--- config.mk ---
export PLATFORM = sky130hd
export DESIGN_NAME = morse_keyer_core_flat
export DESIGN_NICKNAME = d
export VERILOG_FILES = /design/src/rtl/core/mk_pkg.sv /design/src/rtl/core/mk_if.sv /design/src/rtl/core/morse_keyer_core.sv /design/src/flat_wrapper.sv
export SDC_FILE = /design/constraint.sdc
export NUM_CORES = 1
export LEC_CHECK = 0
export ABC_AREA = 1
export BUFFER_PORTS_ARGS = -buffer_cell sky130_fd_sc_hd__buf_2
export CORE_ASPECT_RATIO = 1.75
export CORE_MARGIN = 4
export CORE_UTILIZATION = 40
export CTS_CLUSTER_DIAMETER = 40
export DETAILED_ROUTE_END_ITERATION = 6
export HOLD_SLACK_MARGIN = 0.1
export REMOVE_ABC_BUFFERS = 1
export SLEW_MARGIN = 0
export SYNTH_ARGS = -nofsm -noshare
export SYNTH_HDL_FRONTEND = slang
export SYNTH_SLANG_ARGS = --single-unit
--- constraint.sdc ---
create_clock -name clk_i -period 3 [get_ports clk_i]
set_input_delay 0 -clock clk_i [delete_from_list [all_inputs] [get_ports clk_i]]
set_output_delay 0 -clock clk_i [all_outputs]
set_load 0.03 [all_outputs]
--- src/rtl/core/mk_pkg.sv ---
`timescale 1ns / 1ps
`default_nettype none
// ----------------------------------------------------------------------------
// mk_pkg
// Shared types, constants and the Morse code table for the keyer core.
// ----------------------------------------------------------------------------
package mk_pkg;

  localparam int unsigned TickW    = 16;
  localparam int unsigned CharW    = 8;
  localparam int unsigned CountW   = 3;
  localparam int unsigned CfgIdxW  = 1;
  localparam int unsigned CfgDataW = TickW;

  localparam logic [TickW-1:0] DotTicksRst  = 16'd1024;
  localparam logic [TickW-1:0] DashTicksRst = 16'd3200;

  localparam logic [CharW-1:0] CharSpace = 8'h20;
  localparam logic [CharW-1:0] CharNone  = 8'h00;
  localparam int unsigned      RomDepth  = 36;
  localparam int unsigned      RomIdxW   = $clog2(RomDepth);
  localparam int unsigned      DigitBase = 26;

  typedef enum logic [1:0] {
    PH_MARK     = 2'd0,
    PH_GAP      = 2'd1,
    PH_ELEM_END = 2'd2,
    PH_CHAR_END = 2'd3
  } phase_e;

  typedef enum logic [CfgIdxW-1:0] {
    CFG_DOT_TICKS  = 1'b0,
    CFG_DASH_TICKS = 1'b1
  } cfg_idx_e;

  typedef enum logic {
    KIND_TICK = 1'b0,
    KIND_SEND = 1'b1
  } kind_e;

  typedef struct packed {
    logic             hit;
    logic [CharW-1:0] code;
  } rom_lookup_t;

  // Elements from bit 7 down (1 = dot, 0 = dash), element count in bits 2..0.
  localparam logic [CharW-1:0] MORSE_ROM [RomDepth] = '{
    8'h82, 8'h74, 8'h54, 8'h63, 8'h81, 8'hD4, 8'h23, 8'hF4, 8'hC2, 8'h84,
    8'h43, 8'hB4, 8'h02, 8'h42, 8'h03, 8'h94, 8'h24, 8'hA3, 8'hE3, 8'h01,
    8'hC3, 8'hE4, 8'h83, 8'h64, 8'h44, 8'h34,
    8'h05, 8'h85, 8'hC5, 8'hE5, 8'hF5, 8'hFD, 8'h7D, 8'h3D, 8'h1D, 8'h0D
  };

  function automatic rom_lookup_t morse_lookup(input logic [CharW-1:0] c);
    rom_lookup_t            r;
    logic [RomIdxW-1:0]     idx;
    logic [CharW-1:0]       off;
    r   = '0;
    idx = '0;
    off = '0;
    if (c >= "A" && c <= "Z") begin
      off   = c - 8'("A");
      idx   = off[RomIdxW-1:0];
      r.hit = 1'b1;
    end else if (c >= "a" && c <= "z") begin
      off   = c - 8'("a");
      idx   = off[RomIdxW-1:0];
      r.hit = 1'b1;
    end else if (c >= "0" && c <= "9") begin
      off   = c - 8'("0") + 8'(DigitBase);
      idx   = off[RomIdxW-1:0];
      r.hit = 1'b1;
    end else if (c == CharSpace) begin
      off   = 8'("e") - 8'("a");
      idx   = off[RomIdxW-1:0];
      r.hit = 1'b1;
    end
    r.code = r.hit ? MORSE_ROM[idx] : '0;
    return r;
  endfunction

endpackage : mk_pkg
`default_nettype wire

--- src/rtl/core/mk_if.sv ---
`timescale 1ns / 1ps
`default_nettype none
// ----------------------------------------------------------------------------
// mk_in_if / mk_out_if
// Valid/ready channels carrying keyer requests and keyer status.
// ----------------------------------------------------------------------------
interface mk_in_if;
  logic       valid;
  logic       ready;
  logic       kind;
  logic [7:0] char_code;

  modport source (output valid, kind, char_code, input ready);
  modport sink   (input valid, kind, char_code, output ready);
endinterface : mk_in_if

interface mk_out_if;
  logic       valid;
  logic       ready;
  logic       key_on;
  logic [7:0] busy_char;
  logic       accepted;

  modport source (output valid, key_on, busy_char, accepted, input ready);
  modport sink   (input valid, key_on, busy_char, accepted, output ready);
endinterface : mk_out_if
`default_nettype wire

--- src/rtl/core/morse_keyer_core.sv ---
// A transaction on in_i is either a time tick or a character send; every accepted
// transaction yields exactly one status transaction on out_o (key level, character
// in progress, send accepted). The core takes one transaction per clock: state is
// updated in the accepting cycle and the status lands in an output register, valid
// in the next cycle; a new request is taken whenever that register is empty or being
// drained in the same cycle. The user must write dot_ticks and dash_ticks through
// cfg_we_i/cfg_idx_i/cfg_data_i only while the core is idle; it is not enforced.
`timescale 1ns / 1ps
`default_nettype none
// ----------------------------------------------------------------------------
// morse_keyer_core
// Single-character Morse keyer: table lookup, element sequencer, tick timer.
// ----------------------------------------------------------------------------
module morse_keyer_core
  import mk_pkg::*;
(
  input  wire logic                clk_i,
  input  wire logic                rst_ni,
  input  wire logic                cfg_we_i,
  input  wire logic [CfgIdxW-1:0]  cfg_idx_i,
  input  wire logic [CfgDataW-1:0] cfg_data_i,
  mk_in_if.sink                    in_i,
  mk_out_if.source                 out_o
);

  logic [TickW-1:0]  dot_ticks_q, dash_ticks_q;
  logic [CharW-1:0]  cur_char_q, cur_char_d;
  logic [CharW-1:0]  pattern_q, pattern_d;
  logic [CountW-1:0] elem_left_q, elem_left_d;
  phase_e            phase_q, phase_d;
  logic [TickW-1:0]  wait_q, wait_d, wait_dec;
  logic              key_q, key_d;
  logic              accepted_d;

  logic              out_valid_q;
  logic              out_key_q;
  logic [CharW-1:0]  out_char_q;
  logic              out_acc_q;

  logic              in_acc;
  rom_lookup_t       lookup;

  assign in_i.ready = !out_valid_q || out_o.ready;
  assign in_acc     = in_i.valid && in_i.ready;
  assign lookup     = morse_lookup(in_i.char_code);

  always_ff @(posedge clk_i or negedge rst_ni) begin
    if (!rst_ni) begin
      dot_ticks_q  <= DotTicksRst;
      dash_ticks_q <= DashTicksRst;
    end else if (cfg_we_i) begin
      unique case (cfg_idx_e'(cfg_idx_i))
        CFG_DOT_TICKS:  dot_ticks_q  <= cfg_data_i;
        CFG_DASH_TICKS: dash_ticks_q <= cfg_data_i;
        default: ;
      endcase
    end
  end

  assign wait_dec = (wait_q != '0) ? wait_q - 1'b1 : wait_q;

  always_comb begin
    cur_char_d  = cur_char_q;
    pattern_d   = pattern_q;
    elem_left_d = elem_left_q;
    phase_d     = phase_q;
    wait_d      = wait_q;
    key_d       = key_q;
    accepted_d  = 1'b0;
    if (kind_e'(in_i.kind) == KIND_SEND) begin
      if (lookup.hit) begin
        cur_char_d  = in_i.char_code;
        pattern_d   = lookup.code;
        elem_left_d = lookup.code[CountW-1:0];
        phase_d     = PH_MARK;
        accepted_d  = 1'b1;
      end
    end else if (cur_char_q != CharNone) begin
      wait_d = wait_dec;
      if (wait_dec == '0) begin
        unique case (phase_q)
          PH_MARK: begin
            pattern_d   = {pattern_q[CharW-2:0], 1'b0};
            elem_left_d = elem_left_q - 1'b1;
            if (cur_char_q != CharSpace) key_d = 1'b1;
            phase_d     = PH_GAP;
            wait_d      = pattern_q[CharW-1] ? dot_ticks_q : dash_ticks_q;
          end
          PH_GAP: begin
            key_d   = 1'b0;
            phase_d = PH_ELEM_END;
            wait_d  = dot_ticks_q;
          end
          PH_ELEM_END: begin
            if (elem_left_q == '0) begin
              phase_d = PH_CHAR_END;
              wait_d  = dash_ticks_q;
            end else begin
              phase_d = PH_MARK;
            end
          end
          PH_CHAR_END: begin
            phase_d    = PH_MARK;
            cur_char_d = CharNone;
          end
          default: phase_d = PH_MARK;
        endcase
      end
    end
  end

  always_ff @(posedge clk_i or negedge rst_ni) begin
    if (!rst_ni) begin
      cur_char_q  <= CharNone;
      pattern_q   <= '0;
      elem_left_q <= '0;
      phase_q     <= PH_MARK;
      wait_q      <= '0;
      key_q       <= 1'b0;
    end else if (in_acc) begin
      cur_char_q  <= cur_char_d;
      pattern_q   <= pattern_d;
      elem_left_q <= elem_left_d;
      phase_q     <= phase_d;
      wait_q      <= wait_d;
      key_q       <= key_d;
    end
  end

  always_ff @(posedge clk_i or negedge rst_ni) begin
    if (!rst_ni) begin
      out_valid_q <= 1'b0;
    end else if (in_acc) begin
      out_valid_q <= 1'b1;
    end else if (out_o.ready) begin
      out_valid_q <= 1'b0;
    end
  end

  always_ff @(posedge clk_i) begin
    if (in_acc) begin
      out_key_q  <= key_d;
      out_char_q <= cur_char_d;
      out_acc_q  <= accepted_d;
    end
  end

  assign out_o.valid     = out_valid_q;
  assign out_o.key_on    = out_key_q;
  assign out_o.busy_char = out_char_q;
  assign out_o.accepted  = out_acc_q;

  // idle character always parks the sequencer at mark
  a_idle_phase: assert property (@(posedge clk_i) disable iff (!rst_ni)
    (cur_char_q == CharNone) |-> (phase_q == PH_MARK))
    else $error("idle with sequencer away from mark");

  a_result_follows: assert property (@(posedge clk_i) disable iff (!rst_ni)
    in_acc |=> out_valid_q)
    else $error("accepted transaction produced no result");

  a_reject_stable: assert property (@(posedge clk_i) disable iff (!rst_ni)
    (in_acc && in_i.kind && !lookup.hit) |=>
      ($stable(cur_char_q) && $stable(pattern_q) && $stable(wait_q)))
    else $error("unrecognized character changed state");

  a_acc_busy: assert property (@(posedge clk_i) disable iff (!rst_ni)
    (out_valid_q && out_acc_q) |-> (out_char_q != CharNone))
    else $error("accepted send reported idle");

endmodule : morse_keyer_core
`default_nettype wire

--- src/flat_wrapper.sv ---
// flat-port wrapper written by rule: the top's interface ports become plain ports
module morse_keyer_core_flat import mk_pkg::*;
  (clk_i, rst_ni, cfg_we_i, cfg_idx_i, cfg_data_i, in_i_valid, in_i_kind, in_i_char_code, in_i_ready, out_o_valid, out_o_key_on, out_o_busy_char, out_o_accepted, out_o_ready);
  mk_in_if in_i_i ();
  mk_out_if out_o_i ();
  input  wire logic clk_i;
  input  wire logic rst_ni;
  input  wire logic cfg_we_i;
  input  wire logic [CfgIdxW-1:0] cfg_idx_i;
  input  wire logic [CfgDataW-1:0] cfg_data_i;
  input wire logic [$bits(in_i_i.valid)-1:0] in_i_valid;
  input wire logic [$bits(in_i_i.kind)-1:0] in_i_kind;
  input wire logic [$bits(in_i_i.char_code)-1:0] in_i_char_code;
  output wire logic [$bits(in_i_i.ready)-1:0] in_i_ready;
  output wire logic [$bits(out_o_i.valid)-1:0] out_o_valid;
  output wire logic [$bits(out_o_i.key_on)-1:0] out_o_key_on;
  output wire logic [$bits(out_o_i.busy_char)-1:0] out_o_busy_char;
  output wire logic [$bits(out_o_i.accepted)-1:0] out_o_accepted;
  input wire logic [$bits(out_o_i.ready)-1:0] out_o_ready;
  assign in_i_i.valid = in_i_valid;
  assign in_i_i.kind = in_i_kind;
  assign in_i_i.char_code = in_i_char_code;
  assign in_i_ready = in_i_i.ready;
  assign out_o_valid = out_o_i.valid;
  assign out_o_key_on = out_o_i.key_on;
  assign out_o_busy_char = out_o_i.busy_char;
  assign out_o_accepted = out_o_i.accepted;
  assign out_o_i.ready = out_o_ready;
  morse_keyer_core u_core (.clk_i(clk_i), .rst_ni(rst_ni), .cfg_we_i(cfg_we_i), .cfg_idx_i(cfg_idx_i), .cfg_data_i(cfg_data_i), .in_i(in_i_i), .out_o(out_o_i));
endmodule
Yosys cells after proc, flatten, opt, wreduce, memory -nomap -nowiden
Memories as Yosys holds them, arrays and structs flattened.
Index checks and enable logic that the tools add are counted.

word-level totals
  register bits after elaboration = 81
  bits of input ports = 31
  memories kept = 1
  memory bits (read-only) = 512

memory list
  name             depth  width  rd ports  clocked after Yosys merged registers in  write ports  line          text
  (no name shown)  64     8      1         0                                        0            mk_pkg.sv:78  r.code = r.hit ? MORSE_ROM[idx] : '0;

operators by class
  reduce and logical (&&, ||, !) cells = 20
  order comparisons = 7
  eq/ne operators = 6
  add/sub/neg operators = 6
  bitwise operators = 3
  mux-type cells = 44

operators by type and width
  operator                 number
  $mux W8                  12
  $mux W16                 4
  $pmux W16 S3             1
  $mux W3                  6
  $mux W6                  3
  $ge A8 B7 Y1 const B     2
  $le A8 B7 Y1 const B     2
  $logic_not A16 Y1        1
  $reduce_bool A16 Y1      1
  $sub A16 B1 Y16 const B  1
  $sub A6 B6 Y6 const B    2
  $mux W1                  11
  $mux W2                  5
  $eq A8 B6 Y1 const B     1
  $ge A8 B6 Y1 const B     1
  $le A8 B6 Y1 const B     1
  $ne A8 B6 Y1 const B     1
  $pmux W2 S4              1
  $reduce_bool A2 Y1       4
  $reduce_bool A8 Y1       1
  $ge A7 B7 Y1 const B     1
  $not A6 Y7               1
  $add A6 B5 Y6 const B    1
  $sub A6 B1 Y6 const B    1
  15 further kinds         21

Logic depth before layout (Yosys ltp)
Gate-level depths: netlist of the first run.

  depth in word-level cells = 11
  mapped depth = 23
  gate-level depth less buffers = 23

Worst setup path after synthesis of the first run
OpenSTA, ideal clock, no wires.

  kind = register to register
  start = register u_core.wait_q[0]
  end = register u_core.out_key_q (netlist: u_core.out_o.key_on), data pin
  data arrival time = 1966 ps
  stages on the path, launching flop included = 16
  clock period less this slack = 2221 ps
  data required time = 2745 ps
  setup slack = 779 ps
  path through = dfrtp_1 inv_1 ha_1 nand2_1 nor2_4 nand2_4 nand2_1 nand2_1 inv_2 nand3_2 nor2_2 nand4_1 nor2_4 buf_6 nand3_2 and2_1

between the ends
  longest elaborated chain between the ends = 6
  elaborated cells between the ends (all ways) = 7

RTL lines
  what                                                           line                     text
  start: declaration                                             morse_keyer_core.sv:31   logic [TickW-1:0] wait_q, wait_d, wait_dec;
  start signal: assignment                                       morse_keyer_core.sv:125  wait_q <= wait_d;
  $sub A16 B1 Y16 / $reduce_bool A16 Y1 (equally long branches)  morse_keyer_core.sv:60   assign wait_dec = (wait_q != '0) ? wait_q - 1'b1 : wait_q;
  $mux W16 *                                                     morse_keyer_core.sv:60
  $logic_not A16 Y1 *                                            morse_keyer_core.sv:80   if (wait_dec == '0) begin
  $mux W1 *                                                      morse_keyer_core.sv:80
  $mux W1 *                                                      morse_keyer_core.sv:78   end else if (cur_char_q != CharNone) begin
  $mux W1 *                                                      morse_keyer_core.sv:70   if (kind_e'(in_i.kind) == KIND_SEND) begin
  named net u_core.key_d                                         morse_keyer_core.sv:32   logic key_q, key_d;
  end signal: assignment                                         morse_keyer_core.sv:142  out_key_q <= key_d;
  end: declaration                                               morse_keyer_core.sv:36   logic out_key_q;

Mark *: on every way through the listed nets, which the timed path passes. The rest lies on a longest branch.
A chain may end at the register's enable or synchronous reset.

Worst setup path in the final report of the first run
  start = register u_core.wait_q[0]
  end = register u_core.wait_q[8]

between the ends
  longest elaborated chain between the ends = 5
  elaborated cells between the ends (all ways) = 7

RTL lines
  what                                                           line                    text
  $sub A16 B1 Y16 / $reduce_bool A16 Y1 (equally long branches)  morse_keyer_core.sv:60
  $mux W16 *                                                     morse_keyer_core.sv:60
  $mux W16                                                       morse_keyer_core.sv:95  if (elem_left_q == '0) begin
  $pmux W16 S3                                                   morse_keyer_core.sv:81  unique case (phase_q)
  $mux W16 *                                                     morse_keyer_core.sv:80

Every way passes the cells marked *; elsewhere a longest branch is shown, timed or not.

==> reports/results.txt, run 1 <==
clock latency on the worst-skew pair: 0.34 ns
initial antenna violation count: 0
DR WL met2: 8730 um
postcts setup bufs: 0
simple-gate area share of the yosys netlist: 0.389
clk sinks: 81
Worst setup EP type: register
DR top layer: met4
dominant combinational cell family by area after synthesis: simple AND/OR/NAND/NOR gates
post-route total power: 0.00415 W
Routed WL per cell: 14.4 um
clock group share of total power: 0.237
DR vias/cell: 4.95
Synth Area in Compound Gates: 0.0984
setup_tns: 0 ns
Worst Tran Pin Value: 0.968 ns
Syn Area/Cell: 6.68 um^2
drt pass-1 iters: 5
Post-Route WL: 15,700 um
register area: 2080 um^2
nets: 954
asr flop ratio synth: 0.877
fin crit share: 0.914
CTS H-tree lvls: 3
class of the most critical setup path: register to register
internal power: 0.00244 W
Synth Area in Adders: 0.0397
cell count after synthesis: 849
Final Max Slew Viols: 0
DR DRC count: 0
Area growth, synth to finish: 14.5%
first-pass GRT wire length: 26,800 um
most frequent cells in the layout: 331 x nand2_1, 96 x inv_1, 72 x nor2_1
most area-hungry cell type in the Yosys netlist: dfrtp_1
DP Wirelength: 12,100 um
Post-synth top flop: dfrtp_1
starting density of the core: 0.408
gr ovfl total: 0
max cap viols: 0
Yosys top cell area share: 0.296
worst path required time: 3.28 ns
die extent in x: 98.0 um
CTS root buf: clkbuf_16
critical path arrival: 3.02 ns
area of the core: 13,900 um^2
GRT Overall Usage: 0.206
# fillers: 1,507
via count: 5,383
vias in the first global route: 5,610
Switching Share: 0.413
# diodes: 0
Psw: 0.00172 W
unrepaired setup endpoints after global routing: false
die height: 165 um
reg-to-reg startpoint: u_core.wait_q[0]$_DFFE_PN0P_
footprint of the multi-input gates: 3080 um^2
highest clock rate: 0.365 GHz
status: finished, final reports clean
EDFF count, synth: 10
CP startpoint kind: register
Pwr per Cell Area: 640 nW/um^2
number of synthesized register bits: 81
Setup Skew: 0.00655 ns
hold_sp: in_i_kind
Hold Crit Depth: 3
combinational share of power: 0.385
xor/xnor share of the synthesized area: 0.0170
most common cell after layout, fill and taps aside: nand2_1
clock buffer depth: 2
port bufs: 42
DRT met1 WL: 5940 um
Clk pin slew, worst setup/hold paths: 0.06 ns
met3 WL: 356 um
Hold Path Class: input pin to register
slew margin rel.: 0.353
TritonCTS clock tree: built
die area: 16,200 um^2
Tmin final: 2.74 ns
largest net degree at the start of global routing: 72
Worst Setup SP: u_core.wait_q[0]$_DFFE_PN0P_
Cell Area, Synth: 5670 um^2
post-synthesis mux area share: 0
register area share after synthesis: 0.367
final number of setup-violating endpoints: 0
Synth Warn #: 0
cell depth of the worst flop-to-flop path: 15
initial DRC count: 235
Area contributors post-synth: dfrtp_1 30%, nand2_1 22%, inv_1 6.4%
GP Congestion: 0.926
sequential share of power: 0.378
layout cell share with drive strength beyond 1: 0.118
Final Hold Viols: 0
Num CTS Buffers: 9
Final ANT Viol Nets: 0
Crit Path Max Fanout: 17
Distinct cells, synth: 41
Leak: 3.43 nW
Site Rows: 57
VDD IR max: 0.000274 V
number of primary I/O pins: 43
==> path summary, 6_finish.rpt <==
kind	slack, ns	endpoint
setup reg to reg	0.26	u_core.wait_q[8]$_DFFE_PN0P_
setup / recovery	0.26	u_core.wait_q[8]$_DFFE_PN0P_
hold / removal	0.11	u_core.pattern_q[0]$_DFFE_PN0P_
hold reg to reg	0.48	u_core.cur_char_q[4]$_DFFE_PN0P_
min in group asynchronous	0.32	u_core.dash_ticks_q[2]$_DFFE_PN0P_
max in group asynchronous	2.04	u_core.wait_q[0]$_DFFE_PN0P_
==> cell families (layout without fill, tap and decap cells) <==
group | Yosys count | count (layout)
compound gates | 97 | 97
buf+inv | 125 | 186
fa+ha+maj | 18 | 18
simple gates | 517 | 517
xor+xnor | 11 | 11
flops | 81 | 81
==> layout make-up <==
| class | instances | share of cell area |
|---|---|---|
| Clock buffer | 9 | 0.0347 |
| Clock inverter | 7 | 0.00578 |
| Inverter | 103 | 0.0596 |
| Multi-Input combinational cell | 643 | 0.475 |
| Sequential cell | 81 | 0.321 |
| Tap cell | 177 | 0.0341 |
| Timing Repair Buffer | 67 | 0.0698 |
==> worst max-delay path: stages (launching register included) <==
cell and delay [ns]:
dfrtp_1 0.41, inv_1 0.21, ha_1 0.20, nand2_1 0.09, nor2_4 0.14, nand2_4 0.13
o21ai_1 0.20, nand3_1 0.12, nor2_1 0.14, nand4_1 0.16, nor2_4 0.19, buf_4 0.21
nand2_1 0.11, o21ai_1 0.22, nand2_1 0.08, nand2_1 0.06
==> cells in the mapped netlist, types with 2 or more instances <==
cell type	n
nand2_1	331
inv_1	96
nor2_1	72
dfrtp_1	67
nand3_1	60
o21ai_0	56
ha_1	18
nand2_2	14
clkbuf_1	11
a21oi_1	10
edfxtp_1	10
nand4_1	10
a31oi_1	9
nor2_2	9
xor2_1	8
inv_2	7
o221ai_1	5
a22oi_1	4
dfstp_2	4
nor2_4	4
nor3_1	4
buf_1	3
buf_2	3
buf_6	3
nand3_2	3
o21ai_1	3
or2_2	3
xnor2_1	3
a221oi_1	2
buf_4	2
nand2_4	2
nand3b_1	2
o2111ai_1	2
o21a_1	2
==> sequential cells by signal, summed over array words and instances (netlist names) <==
signal,flops
u_core.dash_ticks_q,16
u_core.dot_ticks_q,16
u_core.wait_q,16
u_core.cur_char_q,8
u_core.out_o.busy_char,8
u_core.pattern_q,8
u_core.elem_left_q,3
u_core.phase_q,2
u_core.key_q,1
u_core.out_o.accepted,1
u_core.out_o.key_on,1
u_core.out_o.valid,1
==> through the flow <==
step | cell area, um^2 | std cells | hold slack [ns] | setup slack (ns) | util
finish | 6490 | 1087 | 0.110 | 0.257 | 0.467
global route | 6490 | 1087 | 0.153 | 0.0295 | 0.467
CTS | 6490 | 1087 | 0.101 | 0.194 | 0.467
detailed placement | 6020 | 1050 | 0.201 | 0.207 | 0.433
global placement | 6020 | 1050 | 0.205 | 0.202 | 0.433
floorplan | 5550 | 827 | -0.296 | 0.661 | -
==> metal layers <==
layer,global-route usage,vias up
met5,0,-
met4,0.105,0
met3,0.0261,47
met2,0.407,97
met1,0.209,2444
li1,-,2795
==> power groups by stage <==
stage / Sequential (W) / Combinational (W) / Clock (W)
floorplan: 0.00155 / 0.00111 / 0
global placement: 0.00159 / 0.00158 / 0
detailed placement: 0.00159 / 0.00158 / 0
CTS: 0.00157 / 0.00161 / 0.00101
global route: 0.00160 / 0.00186 / 0.00106
finish: 0.00157 / 0.00160 / 0.000986
==> timing repair <==
action | 4_1_cts | 5_1_grt
gates resized for setup | 0 | 2
hold endpoints to repair | 103 | 0
hold buffers | 21 | 0
setup endpoints to repair | 0 | 2
(Power assumes the default switching activity.)
==> run 2, diff against run 1 <==
--- a/config.mk
+++ b/config.mk
@@ -13,6 +13,7 @@
 export CTS_CLUSTER_DIAMETER = 40
 export DETAILED_ROUTE_END_ITERATION = 6
 export HOLD_SLACK_MARGIN = 0.1
+export RECOVER_POWER = 25
 export REMOVE_ABC_BUFFERS = 1
 export SLEW_MARGIN = 0
 export SYNTH_ARGS = -nofsm -noshare
==> reports/results.txt, run 2 (same netlist as run 1, synthesis figures left out) <==
hold_sp: in_i_kind (unchanged)
GP Congestion: 0.926 (unchanged)
Design Area, Final: 6470 um^2 (was 6490 um^2)
cells along the critical path: inv_1, ha_1, nand2_1, nor2_4, nand2_4, o21ai_1, nand3_1, nor2_1, nand4_1, nor2_4, buf_4, nand2_1, o21ai_1, nand2_1, nand2_1 (unchanged)
Pwr per Cell Area: 641 nW/um^2 (was 640 nW/um^2)
Site Rows: 57 (unchanged)
Tmin final: 2.74 ns (about the same)
die height: 165 um (unchanged)
via count: 5,385 (was 5,383)
port bufs: 42 (unchanged)
Largest regs: u_core.dash_ticks_q (16), u_core.dot_ticks_q (16), u_core.wait_q (16) (unchanged)
combinational share of power: 0.384 (was 0.385)
status: complete, but fails checks (was finished, final reports clean)
clock buffer depth: 2 (unchanged)
Final Hold Viols: 0 (unchanged)
class of the most critical setup path: register to register (unchanged)
clk sinks: 81 (unchanged)
CTS H-tree lvls: 3 (unchanged)
fin crit share: 0.914 (about the same)
Worst Tran Pin Value: 1.81 ns (was 0.968 ns)
sequential share of power: 0.378 (about the same)
TritonCTS clock tree: built (unchanged)
most frequent cells in the layout: 331 x nand2_1, 96 x inv_1, 72 x nor2_1 (unchanged)
starting density of the core: 0.408 (unchanged)
critical path arrival: 3.02 ns (about the same)
clock latency on the worst-skew pair: 0.34 ns (about the same)
Num CTS Buffers: 9 (unchanged)
DR DRC count: 0 (unchanged)
DR vias/cell: 4.95 (about the same)
Leak: 3.39 nW (was 3.43 nW)
CP startpoint kind: register (unchanged)
highest clock rate: 0.365 GHz (about the same)
GRT Overall Usage: 0.206 (unchanged)
DP Wirelength: 12,100 um (unchanged)
Post-Route WL: 15,700 um (about the same)
Clk pin slew, worst setup/hold paths: 0.06 ns (about the same)
gr ovfl total: 0 (unchanged)
Crit Path Max Fanout: 17 (unchanged)
number of primary I/O pins: 43 (unchanged)
internal power: 0.00243 W (was 0.00244 W)
nets: 954 (unchanged)
Final Max Slew Viols: 72 (was 0)
placed cell area: 6020 um^2 (unchanged)
final number of setup-violating endpoints: 0 (unchanged)
max cap viols: 1 (was 0)
Hold Crit Depth: 3 (unchanged)
Final ANT Viol Nets: 0 (unchanged)
r2r endpoint: u_core.wait_q[8]$_DFFE_PN0P_ (unchanged)
clock group share of total power: 0.238 (was 0.237)
drt pass-1 iters: 5 (unchanged)
largest net degree at the start of global routing: 72 (unchanged)
postcts setup bufs: 0 (unchanged)
slew margin rel.: -0.210 (was 0.353)
violated checks: capacitance limit, slew limit
first-pass GRT wire length: 26,800 um (unchanged)
Switching Share: 0.414 (was 0.413)
CTS root buf: clkbuf_16 (unchanged)
cell depth of the worst flop-to-flop path: 15 (unchanged)
die area: 16,200 um^2 (unchanged)
hold endpoint: u_core.pattern_q[0]$_DFFE_PN0P_ (unchanged)
VDD IR max: 0.000274 V (about the same)
worst path required time: 3.28 ns (about the same)
die extent in x: 98.0 um (unchanged)
Psw: 0.00172 W (about the same)
most common cell after layout, fill and taps aside: nand2_1 (unchanged)
initial DRC count: 235 (unchanged)
layout cell share with drive strength beyond 1: 0.105 (was 0.118)
Area growth, synth to finish: 14.2% (was 14.5%)
slowest CP cell: dfrtp_1 (unchanged)
unrepaired setup endpoints after global routing: false (unchanged)
reg-to-reg startpoint: u_core.wait_q[0]$_DFFE_PN0P_ (unchanged)
Hold Path Class: input pin to register (unchanged)
vias in the first global route: 5,610 (unchanged)
setup_tns: 0 ns (unchanged)
area of the core: 13,900 um^2 (unchanged)
Setup Skew: 0.00650 ns (was 0.00655 ns)
most frequent CP cell: nand2_1 (unchanged)
Routed WL per cell: 14.4 um (about the same)
slowest stage delay, CP: 0.41 ns (about the same)
initial antenna violation count: 0 (unchanged)
Reg2Reg Setup Slack: 0.26 ns (about the same)
# diodes: 0 (unchanged)
Worst setup EP type: register (unchanged)
-- run 2: how the worst max path moves through the flow --
stage | start | to | slack, ns | cells after the start
2_1_floorplan | u_core.wait_q[0]$_DFFE_PN0P_ | u_core.out_o.busy_char[1]$_DFFE_PP_ | 0.66 | 15
3_3_place_gp | u_core.wait_q[0]$_DFFE_PN0P_ | u_core.wait_q[8]$_DFFE_PN0P_ | 0.20 | 15
3_5_place_dp | u_core.wait_q[0]$_DFFE_PN0P_ | u_core.wait_q[8]$_DFFE_PN0P_ | 0.21 | 15
4_1_cts | u_core.wait_q[0]$_DFFE_PN0P_ | u_core.wait_q[8]$_DFFE_PN0P_ | 0.19 | 15
5_1_grt | u_core.wait_q[0]$_DFFE_PN0P_ | u_core.wait_q[4]$_DFFE_PN0P_ | 0.03 | 15
6_report | u_core.wait_q[0]$_DFFE_PN0P_ | u_core.wait_q[8]$_DFFE_PN0P_ | 0.26 | 15
-- run 2: routing by layer --
metal  wire length [um]  global-route usage
met1               5950               0.209
met2               8690               0.407
met3                375              0.0261
met4                675               0.105
met5                  0                   0
-- run 2: power groups by stage --
stage	clock network (W)	logic [W]	registers, W
final	0.000986	0.00159	0.00157
after global routing	0.00106	0.00185	0.00160
after CTS	0.00101	0.00161	0.00157
after detailed placement	0	0.00158	0.00159
after global placement	0	0.00158	0.00159
after floorplan	0	0.00111	0.00155
-- run 2: metrics by stage --
| stage | setup WS (ns) | power [W] | std cells | util | hold WS, ns |
|---|---|---|---|---|---|
| global placement | 0.202 | 0.00317 | 1050 | 0.433 | 0.205 |
| floorplan | 0.661 | 0.00267 | 827 | - | -0.296 |
| CTS | 0.194 | 0.00419 | 1087 | 0.467 | 0.101 |
| finish | 0.258 | 0.00415 | 1087 | 0.465 | 0.110 |
| detailed placement | 0.207 | 0.00317 | 1050 | 0.433 | 0.201 |
| global route | 0.0295 | 0.00451 | 1087 | 0.465 | 0.153 |
-- run 2: critical path: cells and delay by family (launching register included) --
kind | cells | cell delay (ns)
fa+ha+maj | 1 | 0.20
compound gates | 2 | 0.42
flops | 1 | 0.41
simple gates | 10 | 1.22
buf+inv | 2 | 0.42
-- run 2: cell type report --
cell class	instances	area, um^2
Tap cell	177	221
Multi-Input combinational cell	643	3080
Fill cell	1513	7430
Timing Repair Buffer	67	437
Sequential cell	81	2080
Clock buffer	9	225
Inverter	103	387
Clock inverter	7	37.5
-- run 2: what timing repair did --
action                                  4_1_cts  5_1_grt
hold endpoints to repair                    103        0
endpoints found under the setup margin        0        2
hold buffers                                 21        0
resized for setup                             0        2
